## config.mk

```make
export PLATFORM = sky130hd
export DESIGN_NAME = gbpb_ram
export DESIGN_NICKNAME = d
export VERILOG_FILES = /design/src/sv/gbpb_ram.sv
export SDC_FILE = /design/constraint.sdc
export NUM_CORES = 1
export LEC_CHECK = 0
export ABC_AREA = 0
export BUFFER_PORTS_ARGS = -buffer_cell sky130_fd_sc_hd__buf_2
export CORE_MARGIN = 3
export CORE_UTILIZATION = 47
export CTS_CLUSTER_DIAMETER = 150
export DETAILED_ROUTE_END_ITERATION = 10
export PLACE_DENSITY_LB_ADDON = 0.08
export SKIP_CTS_REPAIR_TIMING = 1
export SLEW_MARGIN = 20
export SYNTH_ARGS = -nofsm -noshare
export SYNTH_HDL_FRONTEND = slang
export SYNTH_SLANG_ARGS = --single-unit
```

## constraint.sdc

```tcl
create_clock -name clk -period 4 [get_ports clk]
set_clock_uncertainty 0.15 [all_clocks]
set_input_delay 0.2 -clock clk [delete_from_list [all_inputs] [get_ports clk]]
set_output_delay 0.2 -clock clk [all_outputs]
set_load 0.01 [all_outputs]
```

## src/sv/gbpb_ram.sv

```systemverilog
module gbpb_ram #(
  parameter int WIDTH = 8,
  parameter int DEPTH = 64
) (
  input  logic                     clk,
  input  logic                     we,
  input  logic [$clog2(DEPTH)-1:0] addr,
  input  logic [WIDTH-1:0]         wdata,
  output logic [WIDTH-1:0]         rdata
);

  logic [WIDTH-1:0] mem [DEPTH];

  always_ff @(posedge clk) begin
    if (we) begin
      mem[addr] <= wdata;
    end
    rdata <= mem[addr];
  end

endmodule

```

Word level (Yosys, flattened, before mapping) --
Memories as Yosys holds them, arrays and structs flattened. A register that Yosys moved wholly into a read port is not among the register bits. Index checks and enable logic that the tools add are counted.
Word-level totals: register bits 0, bits in writable memories 512, input port bits 16, output and inout port bits 8, memories 1
Memories:
- mem | words 64, width 8, read ports 1, clocked after memory_dff 1, wr ports 1, line 12 | logic [WIDTH-1:0] mem [DEPTH];
Operators by class: mux-type cells 2
Operator list (count):
- 2-to-1 mux 1 bit | 2

Logic depth before layout (Yosys ltp) --
Gate-level depths: netlist of the first run.
depth in word-level cells 2, mapped depth 10

Worst setup path after synthesis of the first run --
Ideal clock, no wire load.
path kind input to register, start point input addr[1], end point memory mem[13][0] (enable), data arrival time 1928 ps, required time 3480 ps, setup slack 1551 ps, stages 7, buffers on the path 4, cells stage by stage buf_6 -> buf_6 -> nor2b_1 -> clkbuf_1 -> clkbuf_1 -> nand3_1 -> nor2_1
RTL lines:
- start, declared | line 7 | input logic [$clog2(DEPTH)-1:0] addr,
- end, declared | line 12
No word-level cell before the write port.

Worst setup path after layout of the first run --
start point input addr[1], end point memory mem[20][4] (enable)
No word-level cell before the write port.

==> impl_metrics.yaml, run 1 <==
status:
  status: "finished clean"
setup_path:
  reg2reg_depth: 5
  cp-start-kind: "primary input"
  crit_chain: "buf_4, nor2_2, nand3_1, nor2_1"
  cp.depth: 4
  cp_slowest_cell: "nor2_1"
  cpPeakStageDelay_ns: 0.88
  critPathBufInv: 1
  critPathKind: "primary input to register"
  cp_data_arrival_time_ns: 2.94
  end_kind: "register"
  crit_family: "simple AND/OR/NAND/NOR gates"
  required_ns: 4.07
  path_max_fanout: 42
global_routing:
  grt_usage_pct: 24.2
  grt_pass1_wl_um: 81000
  grt_overflow: 0
  grt_pass1_vias: 11300
  antenna_found_initial: 0
  grt_max_degree: 65
logic_synthesis:
  synth.yosys.seq_area_share_pct: 76.0
  synth_edf_count: 512
  netlist_area_sq_um: 20400
  yosysTopAreaCell: "edfxtp_1"
  yosys-top-cells-count: "edfxtp_1 (512), nor2_1 (82), mux2i_1 (63), nand2_1 (45), mux4_2 (41)"
  async_reset_ff_share_pct: 0
  synth_top_area_share_pct: 75.2
  syn_area_per_cell_sq_um: 17.5
  synthMostInstantiatedCell: "edfxtp_1"
  synthFlopType: "edfxtp_1"
  syn_nets: 1187
  ys_warn_count: 0
  ys_ff_latch: 520
  synth_cell_type_count: 56
  synthCells: 1171
  synthTopCellsByArea: "edfxtp_1 (75%), mux4_2 (4.5%), mux2i_1 (3.1%)"
floorplan:
  core-area_sq_um: 42400
  start_util_pct: 48.2
  die_h_um: 215
  die_area_sq_um: 46000
  io_pins: 24
  chipWidth_um: 215
  floorplan.rows: 75
power:
  powerDensity_nw_per_um2: 495
  peakVddDrop_mv: 0.431
  p_leak_nw: 7.43
  power_mw: 11.4
clock_network:
  clk_latency_ns: 0.60
  clk_pin_slew_ns: 0.06
  cts.sinks: 520
  cts.path.max_buffers: 3
  cts-root-buf: "clkbuf_16"
  cts_tree: "yes"
  cts_buffers: 53
  htree_levels: 2
timing:
  setup-tns-final_ns: 0
  finalHoldViolations: 0
  slew_headroom_pct: 31.4
  setup_viol: 0
  period_needed_ns: 2.87
  post-route-period-util_pct: 71.8
  rsz0062_at_grt: "no"
  tightest_slew_ns: 1.03
  slew_violations: 0
  max_freq_mhz: 348
placement:
  place_congestion: 0.829
  dp_hpwl_um: 33800
  port_buffers: 23
routing:
  first_iter_violations: 1290
  via_count: 11400
  wire_per_inst_um: 30.4
  drc: 0
  first_pass_iters: 6
  antenna_left: 0
  vias_per_cell: 6.18
  wl_um: 56100
final_layout:
  nets: 1245
  drive_gt1_share_pct: 17.2
  diodes: 0
  areaGrowthSynthToFinish_pct: 12.8
min_path:
  hold_class: "primary input to register"
  min_path_cells: 1
flow_run:
  drv_cap: 0
==> metal layers <==
metal  routed length (um)  track usage, %  up-vias
met5                    0               0        -
met3                 4010            4.21       86
met4                 1520            7.10        0
li1                     -               -     4879
met1                24500            35.5     5936
met2                26100            37.5      509
==> area by class of cell <==
type | count | area [sq um]
Inverter | 3 | 11.3
Multi-Input combinational cell | 567 | 4520
Tap cell | 577 | 722
Clock buffer | 68 | 1410
Sequential cell | 520 | 15500
Clock inverter | 27 | 214
Timing Repair Buffer | 84 | 642
Fill cell | 3408 | 19400
==> path summary, 6_finish.rpt <==
check	endpoint	startpoint	slack (ns)
setup reg to reg	rdata[7]	mem[21][7]	1.55
setup / recovery	mem[20][4]	addr[1]	1.13
hold reg to reg	rdata[2]	mem[3][2]	0.49
hold / removal	mem[40][5]	wdata[5]	0.02
==> worst register-to-register path: cells and delay by family (launching register included) <==
kind	cells	cell delay, ns
AO/OA/AOI/OAI	3	1.04
flip-flops	1	0.36
multiplexers	1	0.22
AND/OR/NAND/NOR	1	0.56
==> registers in the layout, indices dropped and copies added, names as in the netlist <==
signal,flops
rdata,8
mem,512
==> where the power goes <==
part	leakage, nW	internal [mW]	switching [mW]
combinational	1.96	0.198	0.442
sequential	4.67	6.03	0.0231
clock	0.802	2.68	2.04
total	7.43	8.91	2.50
==> cell families after synthesis <==
logic type / after synthesis / share of synthesized area [%]
mux: 116 / 8.26
simple gates: 229 / 5.71
buf+inv: 84 / 1.98
compound gates: 222 / 8.08
flops: 520 / 76.0
==> per-stage QoR <==
| stage | instance area (sq um) | cells | util [%] | hold WS (ns) | setup WS (ns) |
|---|---|---|---|---|---|
| after CTS | 23100 | 1846 | 54.4 | 0.0751 | 1.26 |
| after floorplan | 20400 | 1171 | - | 0.149 | 1.55 |
| after global routing | 23100 | 1846 | 54.4 | 0.0359 | 1.09 |
| after global placement | 21400 | 1751 | 50.5 | 0.479 | 0.588 |
| final | 23100 | 1846 | 54.4 | 0.0245 | 1.13 |
| after detailed placement | 21400 | 1751 | 50.5 | 0.484 | 0.625 |
==> cells in the final DEF, fill, tap and decap left out, types with 8 or more instances in the layout <==
master,netlist,final
and3_1,9,9
clkbuf_1,36,12
a221o_1,11,11
nand2b_1,24,24
nand3b_1,12,12
and2_1,9,9
nor2_1,82,80
clkbuf_16,0,53
o221ai_1,9,9
mux2i_1,63,63
a31oi_1,15,15
nand3_1,8,8
clkinv_2,0,13
a221oi_1,21,21
a22oi_1,40,40
buf_4,4,68
nand2_1,45,45
a21oi_1,28,28
mux4_2,41,41
buf_2,30,12
edfxtp_1,512,512
a22o_1,10,10
o21ai_0,9,9
o22ai_1,22,22
dfxtp_1,8,8
o22a_1,11,11
(Power assumes the default switching activity.)
==> inputs of run 2 (changes only) <==
Clock period 4 ns to 2.6 ns, I/O delays scaled along.
==> run 2 against run 1 <==
Against the previous run:
- the run now ends with hold timing left
- non-clock buffer count rose by 139
- die area did not move
- register-to-register slack got worse by 1.4 ns
- sequential share of layout area fell by 3.5 points
- total power rose by 56%
- cell count rose by 7.4%
- critical path type is now register to register
==> impl_metrics.yaml, run 2 (synthesis gave the netlist of run 1 again) <==
final_layout:
  largest_reg_flops: 512
  final_cell_mix: "edfxtp_1 (512), buf_4 (180), nor2_1 (80)"
  top_register: "mem"
  areaGrowthSynthToFinish_pct: 18.9
  reg_top3: "mem x512, rdata x8"
  nets: 1383
  layout_commonest_cell: "edfxtp_1"
  diodes: 0
  final_core_util_pct: 57.3
  drive_gt1_share_pct: 25.0
  fillerInstances: 3346
timing:
  slew_violations: 0
  max_freq_mhz: 413
  setup_viol: 0
  post-route-period-util_pct: 93.1
  setup_ws_ns: 0.181
  tightest_slew_ns: 0.903
  period_needed_ns: 2.42
  finalHoldViolations: 14
  setup-tns-final_ns: 0
  rsz0062_at_grt: "no"
  slew_headroom_pct: 39.7
  hold_ws_ns: -0.0170
setup_path:
  cp_slowest_cell: "or4b_1"
  path_max_fanout: 1
  required_ns: 2.91
  crit_chain: "mux2_1, mux4_2, o21ai_1, o2111ai_1, or4b_1"
  crit_family: "multiplexers"
  end_kind: "register"
  cpPeakStageDelay_ns: 0.58
  cp_data_arrival_time_ns: 2.73
  critPathBufInv: 0
  cp-start-kind: "register"
  critPathKind: "register to register"
clock_network:
  cts.path.max_buffers: 3
  cts.sinks: 520
  cts-root-buf: "clkbuf_16"
  clk_pin_slew_ns: 0.06
  htree_levels: 2
  cts_tree: "yes"
  cts_buffers: 52
  clk_latency_ns: 0.59
floorplan:
  start_util_pct: 48.2
  floorplan.rows: 75
  chipWidth_um: 215
  die_h_um: 215
  die_area_sq_um: 46000
  core-area_sq_um: 42400
  io_pins: 24
global_routing:
  grt_overflow: 0
  grt_max_degree: 65
  grt_pass1_vias: 11700
  grt_usage_pct: 24.2
  antenna_found_initial: 2
  grt_pass1_wl_um: 81300
flow_run:
  drv_cap: 0
routing:
  first_pass_iters: 5
  first_iter_violations: 1282
  wl_um: 55700
  vias_per_cell: 6.00
  wire_per_inst_um: 28.1
  via_count: 11900
  antenna_left: 0
  drc: 0
power:
  internal-power_mw: 14.0
  p_sw_mw: 3.79
  pwr-share-clk_pct: 41.4
  p_leak_nw: 8.20
  swShare_pct: 21.3
  peakVddDrop_mv: 0.820
  p_comb_share_pct: 6.3
  seqPwrFrac_pct: 52.3
  powerDensity_nw_per_um2: 732
placement:
  dpl_worst_slack_ns: -0.0525
  port_buffers: 23
  dp_hpwl_um: 36500
  place_congestion: 0.846
min_path:
  hold_class: "primary input to register"
status:
  status: "finished with violations"
  violations: "hold timing"
==> run 2: worst paths after layout <==
kind,slack [ns],to,cells past startpoint,from
worst max-delay path,0.18,rdata[7],5,mem[2][7]
worst min-delay path,-0.02,mem[48][3],1,wdata[3]
worst max register to register,0.18,rdata[7],5,mem[2][7]
worst min register to register,0.51,rdata[4],3,mem[3][4]
==> run 2: power groups by stage <==
| stage | Combinational [mW] | Sequential [mW] | Clock [mW] |
|---|---|---|---|
| 4_1_cts | 1.11 | 9.31 | 7.52 |
| 3_3_place_gp | 1.10 | 9.49 | 0 |
| 2_1_floorplan | 0.504 | 9.48 | 0 |
| 3_5_place_dp | 1.11 | 9.49 | 0 |
| 6_report | 1.12 | 9.31 | 7.37 |
| 5_1_grt | 1.18 | 9.31 | 7.86 |
==> run 2: layer usage <==
| layer | vias to the layer above | wire (um) | GRT usage [%] | part of all wire, % |
|---|---|---|---|---|
| li1 | 5150 | - | - | - |
| met1 | 6194 | 24000 | 35.0 | 43 |
| met2 | 461 | 26000 | 37.2 | 47 |
| met3 | 91 | 4180 | 5.20 | 7.5 |
| met4 | 4 | 1520 | 7.43 | 2.7 |
| met5 | - | 24 | 0 | 0.043 |
==> run 2: area by class of cell <==
cell class | instances | area, sq um | share of cell area (%)
Sequential cell | 520 | 15500 | 63.9
Timing Repair Buffer | 223 | 1870 | 7.70
Clock inverter | 29 | 293 | 1.20
Tap cell | 577 | 722 | 2.97
Clock buffer | 64 | 1370 | 5.62
Multi-Input combinational cell | 567 | 4520 | 18.6
Inverter | 3 | 11.3 | 0.0463
==> run 2: stage by stage <==
stage / power [mW] / hold WS (ns) / std cells / area [sq um]
final: 17.8 / -0.0170 / 1983 / 24300
after global routing: 18.3 / 0.0120 / 1983 / 24300
after CTS: 17.9 / -0.102 / 1980 / 24300
after detailed placement: 10.6 / 0.420 / 1887 / 22600
after global placement: 10.6 / 0.418 / 1887 / 22600
after floorplan: 9.99 / 0.0789 / 1171 / 20400
==> inputs of run 3 (changes only) <==
Settings changed: CORE_ASPECT_RATIO set to 1.2.
==> run 3 against run 2 <==
Against the previous run:
- the flow now finishes without violations
- die area about the same
- non-clock buffer count down 10
- global-route usage up 0.41 points
- clock-buffer cell count down 2
- maximum frequency rose by 3.8%
- design area down 0.38%
- critical path type unchanged
- largest power group unchanged
==> impl_metrics.yaml, run 3 (synthesis gave the netlist of run 1 again) <==
power:
  peakVddDrop_mv: 0.785
  pwr-share-clk_pct: 42.4
  p_leak_nw: 8.16
  seqPwrFrac_pct: 51.7
  p_comb_share_pct: 5.9
  powerDensity_nw_per_um2: 744
  swShare_pct: 20.8
  internal-power_mw: 14.3
  p_sw_mw: 3.75
timing:
  post-route-period-util_pct: 89.6
  slew_violations: 0
  setup_ws_ns: 0.270
  tightest_slew_ns: 1.09
  rsz0062_at_grt: "no"
  finalHoldViolations: 0
  setup_viol: 0
  period_needed_ns: 2.33
  slew_headroom_pct: 26.9
  max_freq_mhz: 429
flow_run:
  drv_cap: 0
global_routing:
  grt_pass1_wl_um: 81300
  antenna_found_initial: 1
  grt_overflow: 0
  grt_usage_pct: 24.6
  grt_pass1_vias: 11700
  grt_max_degree: 65
min_path:
  hold_class: "primary input to register"
final_layout:
  final_cell_area_sq_um: 24200
  final_cell_mix: "edfxtp_1 (512), buf_4 (172), nor2_1 (81)"
  areaGrowthSynthToFinish_pct: 18.5
  reg_top3: "mem x512, rdata x8"
  nets: 1372
  top_register: "mem"
  fillerInstances: 3370
  largest_reg_flops: 512
  drive_gt1_share_pct: 24.2
  layout_commonest_cell: "edfxtp_1"
  fin_cells: 1946
  diodes: 0
setup_path:
  cp_data_arrival_time_ns: 2.65
  critPathKind: "register to register"
  path_max_fanout: 1
  cp-start-kind: "register"
  required_ns: 2.92
  end_kind: "register"
placement:
  dp.cells: 1850
  dp_hpwl_um: 36400
  place_congestion: 0.840
  place_area_sq_um: 22500
  port_buffers: 23
  dpl_worst_slack_ns: -0.0493
clock_network:
  cts_buffers: 51
  clk_latency_ns: 0.59
  cts_tree: "yes"
  cts.sinks: 520
  cts-root-buf: "clkbuf_16"
  htree_levels: 2
  cts.path.max_buffers: 3
  clk_pin_slew_ns: 0.06
floorplan:
  floorplan.rows: 83
  start_util_pct: 47.7
  die_area_sq_um: 46100
  die_h_um: 235
  core-area_sq_um: 42900
  chipWidth_um: 196
  io_pins: 24
routing:
  wl_met1_um: 23900
  wire_per_inst_um: 28.7
  route.met3.wl_um: 3100
  antenna_left: 0
  drc: 0
  first_iter_violations: 1324
  via_count: 11600
  wl_met2_um: 27200
  top_layer_used: "met4"
  first_pass_iters: 5
  wl_um: 55800
  vias_per_cell: 5.97
status:
  status: "finished clean"
[run 3: worst paths after layout]
check                                   to        from  slack, ns  cells past startpoint
worst max-delay path              rdata[7]   mem[6][7]       0.27                      5
worst min-delay path            mem[53][1]    wdata[1]       0.05                      1
worst max register to register    rdata[7]   mem[6][7]       0.27                      5
worst min register to register    rdata[4]  mem[58][4]       0.60                      4
[run 3: power groups by stage]
stage | clock network [mW] | registers, mW | logic, mW
2_1_floorplan | 0 | 9.48 | 0.504
3_3_place_gp | 0 | 9.48 | 1.06
3_5_place_dp | 0 | 9.48 | 1.07
4_1_cts | 7.80 | 9.31 | 1.07
5_1_grt | 8.17 | 9.31 | 1.14
6_report | 7.64 | 9.31 | 1.07
[run 3: layer usage]
metal / vias up / global-route usage [%]
met1: 6039 / 34.6
li1: 5133 / -
met4: 0 / 7.67
met3: 80 / 3.32
met5: - / 0
met2: 360 / 40.4
[run 3: metrics by stage]
step	hold slack [ns]	total power, mW	utilization [%]	setup TNS, ns
final	0.0455	18.0	56.5	0
after global routing	0.0605	18.6	56.5	0
after CTS	-0.226	18.2	56.4	0
after detailed placement	0.378	10.6	52.4	-0.0616
after global placement	0.381	10.5	52.4	-0.0310
after floorplan	0.0789	9.99	-	0
[run 3: cell type report]
cell class / count / area [sq um] / area share [%]
tap: 552 / 691 / 2.85
multi-input combinational: 567 / 4510 / 18.6
clock buffer: 62 / 1360 / 5.61
inverter: 3 / 11.3 / 0.0465
timing repair buffer: 213 / 1750 / 7.24
clock inverter: 29 / 363 / 1.50
sequential: 520 / 15500 / 64.1
[run 3: worst max-delay path: stages (launching register included)]
cell	delay, ns
edfxtp_1	0.35
mux2_1	0.32
mux4_2	0.48
o21ai_1	0.25
o2111ai_1	0.14
or4b_1	0.52
