## config.mk

```make
export PLATFORM = sky130hd
export DESIGN_NAME = gbpb_div
export DESIGN_NICKNAME = d
export VERILOG_FILES = /design/src/sv/gbpb_pkg.sv /design/src/sv/gbpb_div.sv
export SDC_FILE = /design/constraint.sdc
export NUM_CORES = 1
export LEC_CHECK = 0
export BUFFER_PORTS_ARGS = -buffer_cell sky130_fd_sc_hd__buf_2
export CAP_MARGIN = 20
export CORE_MARGIN = 5
export CORE_UTILIZATION = 45
export CTS_CLUSTER_SIZE = 28
export DETAILED_ROUTE_END_ITERATION = 6
export PLACE_DENSITY = 0.72
export SYNTH_ARGS = -nofsm -noshare
export SYNTH_HDL_FRONTEND = slang
export SYNTH_SLANG_ARGS = --single-unit
export TNS_END_PERCENT = 20
```

## constraint.sdc

```tcl
create_clock -name clk -period 2.05 [get_ports clk]
set_input_delay 0.3075 -clock clk [delete_from_list [all_inputs] [get_ports clk]]
set_output_delay 0.3075 -clock clk [all_outputs]
set_load 0.03 [all_outputs]
```

## src/sv/gbpb_pkg.sv

```systemverilog
package gbpb_pkg;

  localparam int MAX_WIDTH  = 128;
  localparam int MAX_PAGES  = 8;
  localparam int FONT_BYTES = 2048;
  localparam int MAX_GLYPH  = 8;

  localparam int FONT_AW   = $clog2(FONT_BYTES);
  localparam int RES_DEPTH = MAX_GLYPH * MAX_GLYPH;
  localparam int RES_AW    = $clog2(RES_DEPTH);
  localparam int CUR_W     = 16;
  localparam int COL_W     = 8;
  localparam int IDX_W     = 10;
  localparam int RES_W     = IDX_W + 8;

  localparam logic [7:0] CH_NEWLINE = 8'd10;
  localparam logic [7:0] CH_RETURN  = 8'd13;
  localparam logic [7:0] SCROLL_MAX = 8'd100;
  localparam logic [7:0] BLANK_BYTE = 8'h00;

  typedef enum logic [2:0] {
    ACT_RENDER = 3'd0,
    ACT_LOAD   = 3'd1,
    ACT_CURSOR = 3'd2,
    ACT_SCROLL = 3'd3,
    ACT_CLEAR  = 3'd4
  } action_t;

  typedef enum logic [2:0] {
    CFG_DISPLAY_WIDTH = 3'd0,
    CFG_DISPLAY_PAGES = 3'd1,
    CFG_FONT_FIRST    = 3'd2,
    CFG_FONT_COUNT    = 3'd3,
    CFG_GLYPH_WIDTH   = 3'd4,
    CFG_GLYPH_HEIGHT  = 3'd5,
    CFG_BOX_BEGIN     = 3'd6,
    CFG_BOX_END       = 3'd7
  } cfg_idx_t;

  typedef enum logic [4:0] {
    ST_IDLE, ST_DECODE, ST_BASE1, ST_BASE2, ST_SYNC, ST_WAIT, ST_START,
    ST_FETCH, ST_BYTE, ST_CHK, ST_OVF, ST_ROWEND, ST_FINAL, ST_NL, ST_CR,
    ST_OUT, ST_LD, ST_SEND
  } state_t;

  typedef struct packed {
    logic             start;
    logic [CUR_W-1:0] dividend;
    logic [COL_W-1:0] divisor;
  } div_req_t;

  typedef struct packed {
    logic             busy;
    logic [CUR_W-1:0] quo;
    logic [COL_W-1:0] rem;
  } div_rsp_t;

endpackage

```

## src/sv/gbpb_div.sv

```systemverilog
// restoring divider, one quotient bit per cycle
module gbpb_div (
  input  logic                clk,
  input  logic                rst,
  input  gbpb_pkg::div_req_t  req,
  output gbpb_pkg::div_rsp_t  rsp
);

  localparam int CW = $clog2(gbpb_pkg::CUR_W + 1);

  logic [CW-1:0]                cnt;
  logic [gbpb_pkg::CUR_W-1:0]   quo;
  logic [gbpb_pkg::COL_W-1:0]   rem;
  logic [gbpb_pkg::COL_W-1:0]   dvs;
  logic [gbpb_pkg::COL_W:0]     trial;
  logic                         take;

  assign trial = {rem, quo[gbpb_pkg::CUR_W-1]};
  assign take  = trial >= {1'b0, dvs};

  always_ff @(posedge clk) begin
    if (rst) begin
      cnt <= '0;
    end else if (req.start) begin
      cnt <= CW'(gbpb_pkg::CUR_W);
    end else if (cnt != '0) begin
      cnt <= cnt - CW'(1);
    end
  end

  always_ff @(posedge clk) begin
    if (req.start) begin
      quo <= req.dividend;
      rem <= '0;
      dvs <= req.divisor;
    end else if (cnt != '0) begin
      quo <= {quo[gbpb_pkg::CUR_W-2:0], take};
      rem <= take ? gbpb_pkg::COL_W'(trial - {1'b0, dvs}) : trial[gbpb_pkg::COL_W-1:0];
    end
  end

  assign rsp.busy = cnt != '0;
  assign rsp.quo  = quo;
  assign rsp.rem  = rem;

endmodule

```

After elaboration in Yosys (flattened, before gate mapping)
Cells that the tools add are included.
{"block": "word_totals", "reg_bits": 37, "latch_bits": 0, "ram_bits": 0, "romBits": 0, "input_bits": 27, "out_inout_bits": 25, "wordCells": 16, "n_memories": 0}
{"block": "op_classes", "add_sub_neg": 2, "n_mul": 0, "n_div": 0, "order_cmp": 1, "n_eq_ne": 0, "shift": 0, "n_mux": 5, "bitwise": 0, "n_reduce_logical": 3}
{"operator": "16-bit two-way mux", "count": 2}
{"operator": "5-bit two-way mux", "count": 2}
{"operator": "9-bit by 8-bit >= comparator with 1-bit output", "count": 1}
{"operator": "8-bit two-way mux", "count": 1}
{"operator": "8-bit subtractor", "count": 1}
{"operator": "5-bit nonzero test", "count": 1}
{"operator": "5-bit by 1-bit subtractor with 5-bit output, second input constant", "count": 1}
{"operator": "2-bit nonzero test", "count": 1}
{"operator": "2-bit OR reduction", "count": 1}

Longest topological paths before layout
Gate-level depths: netlist of run 1.
{"block": "logic_depth", "word_depth": 3, "depth_mapped": 8, "depth_no_buf": 8}

Least setup slack after synthesis of run 1
Ideal clock, no wire load.
{"block": "synth_timing", "path_kind": "register to register", "start": "register quo[15] (netlist bit)", "end": "register rem[6] (netlist bit)", "setup_ns": 0.086, "arrival_ns": 2.084, "required_time_ns": 1.964, "slack_ns": -0.120, "path_stages_with_launch": 9, "path_buffers": 0, "synth_period_minus_slack_ns": 2.170, "path_cell_list": "edfxtp_1 -> inv_1 -> ha_1 -> fa_1 -> nand2b_1 -> a2111o_1 -> o211ai_1 -> o21ai_1 -> a211oi_1"}
{"block": "synth_via", "elab_chain_len": 2, "elab_cells_between_ends": 3, "cone_classes": "add/sub (1); order compare (1); mux (1)"}
{"item": "start: declaration", "line": "gbpb_div.sv:12", "text": "logic [gbpb_pkg::CUR_W-1:0] quo;"}
{"item": "start signal: assignment", "line": "gbpb_div.sv:33", "text": "quo <= req.dividend;"}
{"item": "start signal: assignment", "line": "gbpb_div.sv:37", "text": "quo <= {quo[gbpb_pkg::CUR_W-2:0], take};"}
{"item": "8-bit subtractor / 9-bit by 8-bit >= comparator with 1-bit output (equally long branches)", "line": "gbpb_div.sv:38, gbpb_div.sv:19"}
{"item": "8-bit two-way mux *", "line": "gbpb_div.sv:38", "text": "rem <= take ? gbpb_pkg::COL_W'(trial - {1'b0, dvs}) : trial[gbpb_pkg::COL_W-1:0];"}
{"item": "end signal: assignment", "line": "gbpb_div.sv:38"}
{"item": "end: declaration", "line": "gbpb_div.sv:13", "text": "logic [gbpb_pkg::COL_W-1:0] rem;"}
Every way passes the cells marked *; elsewhere a longest branch is shown, timed or not.
A chain may end at the register's enable or synchronous reset.

==> key figures, run 1 <==
Hold path
  – HP Class: in2reg
  – Hold Crit Depth: 1

Timing
  – Fmax: just over 0.5 GHz
  – RSZ-0062 raised after global routing: true
  – Normalized max-slew margin: a little over two thirds
  – Setup total negative slack: 0 ns
  – Pins Over Slew Limit: 0
  – Worst Tran Pin Value: between 0.4 and 0.5 ns
  – Clock Skew: ~0.007 ns
  – Hold_ws: about 0.18 ns
  – Final worst path period need: approximately 2.0 ns
  – Tcrit/Tclk final: approximately 96%
  – # setup viols final: 0
  – Final hold violations: 0

Global routing
  – Largest net degree at the start of global routing: 22
  – Number of global-route vias before repair: 1610
  – Total gr overflow: 0
  – Initial antenna violation count: 0
  – GR Util All Layers: between 10% and 20%
  – First-pass GRT wire length: between 7 and 8 mm

Routing
  – Antenna viol nets, final: 0
  – TritonRoute pass-1 iters: 4
  – Routed vias/inst: 5.247
  – Iter 0 DRT Violations: between 90 and 100
  – Final WL: 4.485 mm
  – DRC: 0
  – Avg WL per Cell: ~15 um
  – DR vias: 1548

Cells and area
  – Antenna Cells: 0
  – Layout Area Growth over Synthesis: 25.06%
  – Multi-input logic area: approximately 1000 um2
  – Fill count: roughly 380
  – Commonest non-fill, non-tap cell in the layout: buf_2
  – Final nets: between 200 and 300
  – Final Util: approximately 58%
  – Register area: a little under 1000 um2
  – Final Cell Area: approximately 2500 um2
  – Layout cells sized above 1: 40.74%
  – Most frequent cells in the layout: buf_2, edfxtp_1, nor2_1

Floorplanning
  – Die width: approximately 77 um
  – Die area: roughly 6000 um2
  – # IOs: 52
  – Starting Density: between 40% and 50%
  – Core Area: 4324 um2
  – FP Rows: 24
  – Die Ht: between 70 and 80 um

Clocking
  – Clk buf depth: 2
  – CTS tree: yes
  – H-tree Lvls: 2
  – Clk_lat worst skew: around 0.3 ns
  – Sink Count: 37
  – Root Driver: clkbuf_8
  – Inserted Clock Buffers: 5
  – Clock-pin slew of the registers on the worst-case setup and hold paths: roughly 0.08 ns

Placed design
  – RePlAce Congestion: approximately 0.91
  – Dpl hpwl: 3.339 mm
  – Placed Area: between 2000 and 2500 um2
  – IO Port Bufs: between 50 and 60

Pwr
  – Pwr Density: approximately 1300 nW/um2
  – Clock network power share: between 15 and 20%
  – Leak: around 1.1 nW
  – Final Power: roughly 3.3 mW
  – Worst vdd rail ir drop: 0.0007319 V
  – Seq pwr share: between 30 and 40%
  – Combinational power share: between 50 and 60%
  – Internal Power: 1.892 mW
  – Total net switching power: about 1.5 mW
  – Sw Share: 43.43%

Synth
  – Mapped Area: 2002 um2
  – Synthesized area per cell: around 11 um2
  – Top-area cell type share of the netlist area: roughly 36%
  – Synth area leader: edfxtp_1
  – Seq/Total Area, Yosys: around 49%
  – #FFs+latches synth: 37
  – Cell variety after synth: between 40 and 50
  – Mapped Cells: ~180
  – Synthesized Nets: 219
  – Ranking of synthesized cells by area: edfxtp_1, dfxtp_1, mux2_2
  – Warnings from Yosys: 0

Critical path
  – Worst endpoint required time: about 1.7 ns
  – Critical path arrival: approximately 1.7 ns
  – Startpoint Class: flop
  – Worst Setup End Kind: output pin
  – R2R cell count: 7
  – Category of the most critical setup path: reg2out
  – Crit path max fanout: 3

Run status
  – Status: complete, no violations

Run
  – Max-Cap Viols: 0
## layout make-up
class / count / area share, %
sequential: 37 / 39.18
multi-input combinational: 122 / 38.83
timing repair buffer: 60 / 13.39
clock buffer: 5 / 2.749
tap: 52 / 2.599
inverter: 16 / 2.399
clock inverter: 3 / 0.8496
## repair_timing
item	CTS	global route
gates resized for setup	0	8
setup endpoints to repair	1	7
setup buffers	1	0
hold buffers	0	0
pin swaps	0	0
## power by group through the flow
stage / clock [mW] / combinational (mW) / sequential (mW)
5_1_grt: 0.577 / 1.86 / 1.15
4_1_cts: 0.543 / 1.66 / 1.12
3_5_place_dp: 0 / 1.64 / 1.13
2_1_floorplan: 0 / 0.925 / 1.40
6_report: 0.530 / 1.69 / 1.12
3_3_place_gp: 0 / 1.61 / 1.13
## logic make-up after synthesis
group,share of synthesized area (%)
muxes,8.437
buffers and inverters,4.812
DFF,49.00
adders and majority gates,6.625
AOI/OAI and AO/OA,14.62
and+or+nand+nor,13.88
xor gates and xnor gates,2.625
## path summary, 6_finish.rpt
check / from / to / slack [ns]
worst max-delay path: cnt[0]$_SDFFE_PP0P_ / rsp[24] / 0.09
worst min-delay path: req[0] / dvs[0]$_DFFE_PP_ / 0.18
worst max register to register: dvs[0]$_DFFE_PP_ / rem[6]$_SDFFE_PP0P_ / 0.09
worst min register to register: rem[2]$_SDFFE_PP0P_ / rem[2]$_SDFFE_PP0P_ / 0.54
## critical path, cell delays in order (launching register included)
cell and delay, ns:
dfxtp_1 0.32, inv_1 0.09, ha_2 0.19, or3b_4 0.41, nor2_4 0.12, inv_2 0.05, buf_2 0.17
## layer usage
metal | wire, um | vias to the layer above | GRT usage [%]
met5 | 0 | - | 0
met4 | 64 | 0 | 6.119
li1 | - | 794 | -
met1 | 2029 | 717 | 20.52
met3 | 206 | 6 | 4.567
met2 | 2184 | 31 | 25.13
## cells in the mapped netlist (all sizes together)
cell / count
a211o: 2
nor3: 5
edfxtp: 24
o211ai: 1
nor4: 2
or3: 2
and3b: 2
a2111oi: 2
nor3b: 5
fa: 1
o41ai: 1
xor2: 1
ha: 9
mux2: 15
nand2: 2
or3b: 1
a211oi: 3
o21ai: 10
a31oi: 4
and2: 1
nor2b: 2
nand3: 7
inv: 16
a21oi: 10
nand2b: 2
a2111o: 1
dfxtp: 13
o2111a: 1
nor2: 18
buf: 6
xnor2: 5
a311oi: 4
clkbuf: 1
a21o: 3
## sequential cells by signal, indices dropped and copies added, names as in the netlist
signal	cells
dvs	8
rem	8
cnt	5
quo	16
## through the flow
step,worst slack [ns],instances
after floorplan,-0.004687,182
after global placement,0.1003,286
after detailed placement,0.04675,286
after CTS,0.01626,295
after global routing,-0.02756,295
final,0.08602,295
Note: power is estimated with default switching activity, not from simulation.
==> inputs of run 2 (changes only) <==
--- a/config.mk
+++ b/config.mk
@@ -7,7 +7,6 @@
 export LEC_CHECK = 0
 export BUFFER_PORTS_ARGS = -buffer_cell sky130_fd_sc_hd__buf_2
 export CAP_MARGIN = 20
-export CORE_MARGIN = 5
 export CORE_UTILIZATION = 45
 export CTS_CLUSTER_SIZE = 28
 export DETAILED_ROUTE_END_ITERATION = 6
==> constraint.sdc (replaced) <==
create_clock -name clk -period 2.05 [get_ports clk]
set_input_delay 0.205 -clock clk [delete_from_list [all_inputs] [get_ports clk]]
set_output_delay 0.205 -clock clk [all_outputs]
set_load 0.03 [all_outputs]
==> run 2 against run 1 <==
Effect of this change: clock power is 19% higher; flip-flop and latch count did not move; die area fell by 20%; fmax fell by 1.3%; cell area up 0.40%; critical path depth unchanged; worst hold slack got worse by 0.098 ns; critical endpoint unchanged; routed wire length fell by 4.0%; power increased by 3.3%.
==> key figures, run 2 (synthesis gave the netlist of run 1 again) <==
Run status
  – Status: complete, no violations

Floorplanning
  – Core Area: between 4000 and 5000 um2
  – Die width: 68.70 um
  – FP Rows: 23
  – Starting Density: approximately 48%
  – # IOs: between 50 and 60
  – Die area: roughly 4700 um2
  – Die Ht: ~70 um

Cells and area
  – Largest registers: quo x16, dvs x8, rem x8
  – Fin cells: a little under 300
  – Fill count: ~370
  – Final nets: around 280
  – Antenna Cells: 0
  – Layout cells sized above 1: between 40% and 50%
  – Final Util: roughly three fifths
  – Commonest non-fill, non-tap cell in the layout: buf_2
  – Layout Area Growth over Synthesis: 25.56%
  – Max reg flops: 16
  – Most frequent cells in the layout: buf_2, edfxtp_1, nor2_1
  – Top reg by flops: quo

Timing
  – Final hold violations: 0
  – Clock Skew: roughly 0.0091 ns
  – # setup viols final: 0
  – Setup total negative slack: 0 ns
  – Fmax: approximately 0.5 GHz
  – Final setup margin: ~0.06 ns
  – Normalized max-slew margin: a little under two thirds
  – RSZ-0062 raised after global routing: true
  – Tcrit/Tclk final: between 90% and 100%
  – Pins Over Slew Limit: 0
  – Final worst path period need: between 1.5 and 2 ns
  – Worst Tran Pin Value: between 0.5 and 0.6 ns
  – Hold_ws: ~0.081 ns

Critical path
  – Cell family with most CP delay: simple AND/OR/NAND/NOR gates
  – Worst Setup End Kind: output pin
  – CP cell instances: inv_1 > ha_1 > or3b_1 > nor2_4 > inv_4 > buf_2
  – CP max stage delay: 0.44 ns
  – Crit path max fanout: 15
  – Worst endpoint required time: ~1.9 ns
  – WP buf/inv: 3
  – Category of the most critical setup path: reg2out
  – Startpoint Class: flop
  – Critical path arrival: about 1.8 ns
  – Crit-path slowest cell: or3b_1

Run
  – Max-Cap Viols: 0

Hold path
  – HP Class: in2reg

Pwr
  – Worst vdd rail ir drop: between 0.0005 and 0.0006 V
  – Leak: around 1.1 nW
  – Pwr Density: about 1400 nW/um2

Routing
  – Iter 0 DRT Violations: 92
  – Antenna viol nets, final: 0
  – Avg WL per Cell: about 15 um
  – DR vias: ~1600
  – Routed vias/inst: between 5 and 6
  – DRC: 0
  – TritonRoute pass-1 iters: 4
  – Final WL: 4.305 mm

Global routing
  – First-pass GRT wire length: 6.982 mm
  – Number of global-route vias before repair: ~1500
  – Initial antenna violation count: 0
  – Total gr overflow: 0
  – GR Util All Layers: 20.72%
  – Largest net degree at the start of global routing: 27

Clocking
  – CTS tree: yes
  – Hold Buf Count CTS: 0
  – Clock-pin slew of the registers on the worst-case setup and hold paths: 0.08 ns
  – Inserted Clock Buffers: 5
  – Clk_lat worst skew: 0.29 ns
  – Clk buf depth: 2
  – Sink Count: 37
  – H-tree Lvls: 2
  – Root Driver: clkbuf_8

Placed design
  – RePlAce Congestion: ~0.86
  – Pre-CTS setup slack: 0.06373 ns
  – IO Port Bufs: 51
  – Inst Count DP: about 290
  – Dpl hpwl: ~3.0 mm
-- run 2: area by class of cell --
class,count,area [um2],area share [%]
Sequential cell,37,980.9,39.02
Timing Repair Buffer,62,337.8,13.44
Inverter,16,62.56,2.489
Clock buffer,6,72.57,2.887
Multi-Input combinational cell,122,958.4,38.13
Tap cell,50,62.56,2.489
Clock inverter,2,38.79,1.543
-- run 2: final timing paths --
path                        from             endpoint  slack (ns)  cells after the start
max          cnt[0]$_SDFFE_PP0P_              rsp[24]        0.06                      6
min                       req[6]     dvs[6]$_DFFE_PP_        0.08                      1
max reg2reg     dvs[0]$_DFFE_PP_  rem[6]$_SDFFE_PP0P_        0.09                      7
min reg2reg  rem[2]$_SDFFE_PP0P_  rem[3]$_SDFFE_PP0P_        0.51                      2
-- run 2: through the flow --
step	cell area (um2)	total power, mW
5_1_grt	2514	3.687
3_5_place_dp	2379	2.778
3_3_place_gp	2379	2.770
6_report	2514	3.455
2_1_floorplan	2014	2.326
4_1_cts	2492	3.434
-- run 2: per-layer routing --
| metal | GRT usage (%) | wire length, um | vias up |
|---|---|---|---|
| met5 | 0 | 0 | - |
| met4 | 7.398 | 55 | 0 |
| met3 | 5.921 | 191 | 5 |
| met2 | 33.33 | 2011 | 33 |
| met1 | 26.50 | 2046 | 738 |
| li1 | - | - | 803 |
-- run 2: timing repair --
action / in CTS / in global routing
setup buffers: 0 / 0
resized for setup: 1 / 5
setup endpoints to repair: 1 / 7
-- run 2: power by group --
group	switching [mW]	internal, mW	total [mW]
registers	0.126	0.993	1.12
logic	1.03	0.674	1.70
clock network	0.266	0.365	0.632
total	1.42	2.03	3.46
-- run 2: worst register-to-register path, cell delays in order (launching register included) --
cell	delay [ns]
edfxtp_1	0.38
ha_2	0.23
fa_2	0.36
nand2b_4	0.17
a2111o_1	0.36
o211ai_1	0.10
o21ai_1	0.10
a211oi_1	0.19
==> inputs of run 3 (changes only) <==
--- a/config.mk
+++ b/config.mk
@@ -10,7 +10,7 @@
 export CORE_UTILIZATION = 45
 export CTS_CLUSTER_SIZE = 28
 export DETAILED_ROUTE_END_ITERATION = 6
-export PLACE_DENSITY = 0.72
+export PLACE_DENSITY = 0.7
 export SYNTH_ARGS = -nofsm -noshare
 export SYNTH_HDL_FRONTEND = slang
 export SYNTH_SLANG_ARGS = --single-unit
==> constraint.sdc (replaced) <==
create_clock -name clk -period 2.24 [get_ports clk]
set_input_delay 0.224 -clock clk [delete_from_list [all_inputs] [get_ports clk]]
set_output_delay 0.224 -clock clk [all_outputs]
set_load 0.03 [all_outputs]
==> run 3 against run 2 <==
Effect of this change: largest cell class unchanged; critical path depth is 2 higher; critical endpoint is now rem[6]$_SDFFE_PP0P_; global-route usage is 0.77 points lower; highest routed layer unchanged; clock skew is 0.0014 ns lower; cell area is 3.1% lower.
==> key figures, run 3 (synthesis gave the netlist of run 1 again) <==
Routing
  – Iter 0 DRT Violations: 95
  – DR vias: roughly 1600
  – Antenna viol nets, final: 0
  – Final WL: approximately 4.2 mm
  – Routed vias/inst: between 5 and 6
  – TritonRoute pass-1 iters: 4
  – DRC: 0
  – Avg WL per Cell: ~15 um

Critical path
  – Worst endpoint required time: 2.46 ns
  – Critical path arrival: around 2.3 ns
  – Crit-path slowest cell: a2111o_1
  – Category of the most critical setup path: reg2reg
  – CP max stage delay: 0.38 ns
  – Worst Setup End Kind: flop
  – Startpoint Class: flop
  – CP cell instances: inv_1 > ha_1 > fa_2 > nand2b_1 > a2111o_1 > o211ai_1 > o21ai_1 > a211oi_2
  – Crit path max fanout: 4

Pwr
  – Pwr Density: roughly 1200 nW/um2
  – Final Power: around 3 mW
  – Worst vdd rail ir drop: between 0.0007 and 0.0008 V
  – Leak: approximately 1.0 nW

Cells and area
  – Layout cells sized above 1: a little under two fifths
  – Antenna Cells: 0
  – Final Cell Area: approximately 2400 um2
  – Most frequent cells in the layout: buf_2, edfxtp_1, nor2_1
  – Top reg by flops: quo
  – Layout Area Growth over Synthesis: 21.69%
  – Final nets: 278
  – Largest registers: quo x16, dvs x8, rem x8
  – Commonest non-fill, non-tap cell in the layout: buf_2
  – Max reg flops: 16
  – Fill count: about 370

Timing
  – Normalized max-slew margin: about 57%
  – # setup viols final: 0
  – Fmax: ~0.48 GHz
  – Pins Over Slew Limit: 0
  – Hold_ws: roughly 0.1 ns
  – Final worst path period need: about 2.1 ns
  – Clock Skew: ~0.0076 ns
  – Worst Tran Pin Value: between 0.6 and 0.7 ns
  – Tcrit/Tclk final: ~93%
  – Final hold violations: 0

Placed design
  – IO Port Bufs: 51
  – Dpl hpwl: a little over 3 mm
  – Placed Area: approximately 2300 um2
  – RePlAce Congestion: 0.8587

Clocking
  – CTS tree: yes
  – Clock-pin slew of the registers on the worst-case setup and hold paths: approximately 0.080 ns
  – Sink Count: 37
  – Inserted Clock Buffers: 5
  – Root Driver: clkbuf_8
  – Clk_lat worst skew: slightly below 0.3 ns
  – H-tree Lvls: 2
  – Clk buf depth: 2

Run
  – Max-Cap Viols: 0

Run status
  – Status: complete, no violations

Hold path
  – HP Class: in2reg

Global routing
  – Number of global-route vias before repair: around 1500
  – Total gr overflow: 0
  – Largest net degree at the start of global routing: 23
  – First-pass GRT wire length: 6.817 mm
  – GR Util All Layers: 19.95%
  – Initial antenna violation count: 0

Floorplanning
  – Die Ht: slightly below 70 um
  – Core Area: ~4100 um2
  – Starting Density: around half
  – # IOs: 52
  – Die area: roughly 4700 um2
  – Die width: roughly 70 um
  – FP Rows: 23
==> run 3: power by group <==
group	switching (mW)	total, mW	internal (mW)
sequential	0.111	1.02	0.909
combinational	0.928	1.50	0.572
clock	0.243	0.466	0.222
==> run 3: cell type report <==
cell class,count,area [um2],area share [%]
tap,50,62.56,2.568
clock inverter,1,8.758,0.3595
timing repair buffer,59,315.3,12.94
inverter,16,60.06,2.465
sequential,37,980.9,40.27
multi-input combinational,122,932.1,38.26
clock buffer,7,76.32,3.133
==> run 3: critical path: cells and delay by family (launching register included) <==
kind	cells	cell delay, ns
and+or+nand+nor	1	0.19
buffers and inverters	1	0.05
AOI/OAI and AO/OA	4	0.77
adders and majority gates	2	0.62
DFF	1	0.37
==> run 3: what timing repair did <==
| action | in CTS | in global routing |
|---|---|---|
| hold endpoints to repair | 0 | 0 |
| setup endpoints to repair | 0 | 1 |
| resized for setup | 0 | 2 |
| hold buffers | 0 | 0 |
| setup buffers | 0 | 1 |
==> run 3: final timing paths <==
kind | start | end | slack [ns] | depth (start not counted)
worst max-delay path | quo[15]$_DFFE_PP_ | rem[6]$_SDFFE_PP0P_ | 0.15 | 8
worst min-delay path | req[2] | dvs[2]$_DFFE_PP_ | 0.10 | 1
worst max register to register | quo[15]$_DFFE_PP_ | rem[6]$_SDFFE_PP0P_ | 0.15 | 8
worst min register to register | cnt[4]$_SDFFE_PP0P_ | cnt[4]$_SDFFE_PP0P_ | 0.52 | 2
==> run 3: metrics by stage <==
step	utilization, %	setup slack, ns	instances	setup TNS, ns
after CTS	58.42	0.09058	291	0
final	58.79	0.1466	292	0
after floorplan	-	0.07040	182	0
after global routing	58.79	-0.009164	292	-0.009164
after global placement	56.37	0.2311	283	0
after detailed placement	56.37	0.1099	283	0
==> run 3: per-layer routing <==
layer	global-route usage (%)	vias up	wire length, um
met5	0	-	0
met4	7.143	0	65
met3	4.934	7	168
met2	29.66	40	1951
met1	28.05	752	2053
li1	-	794	-
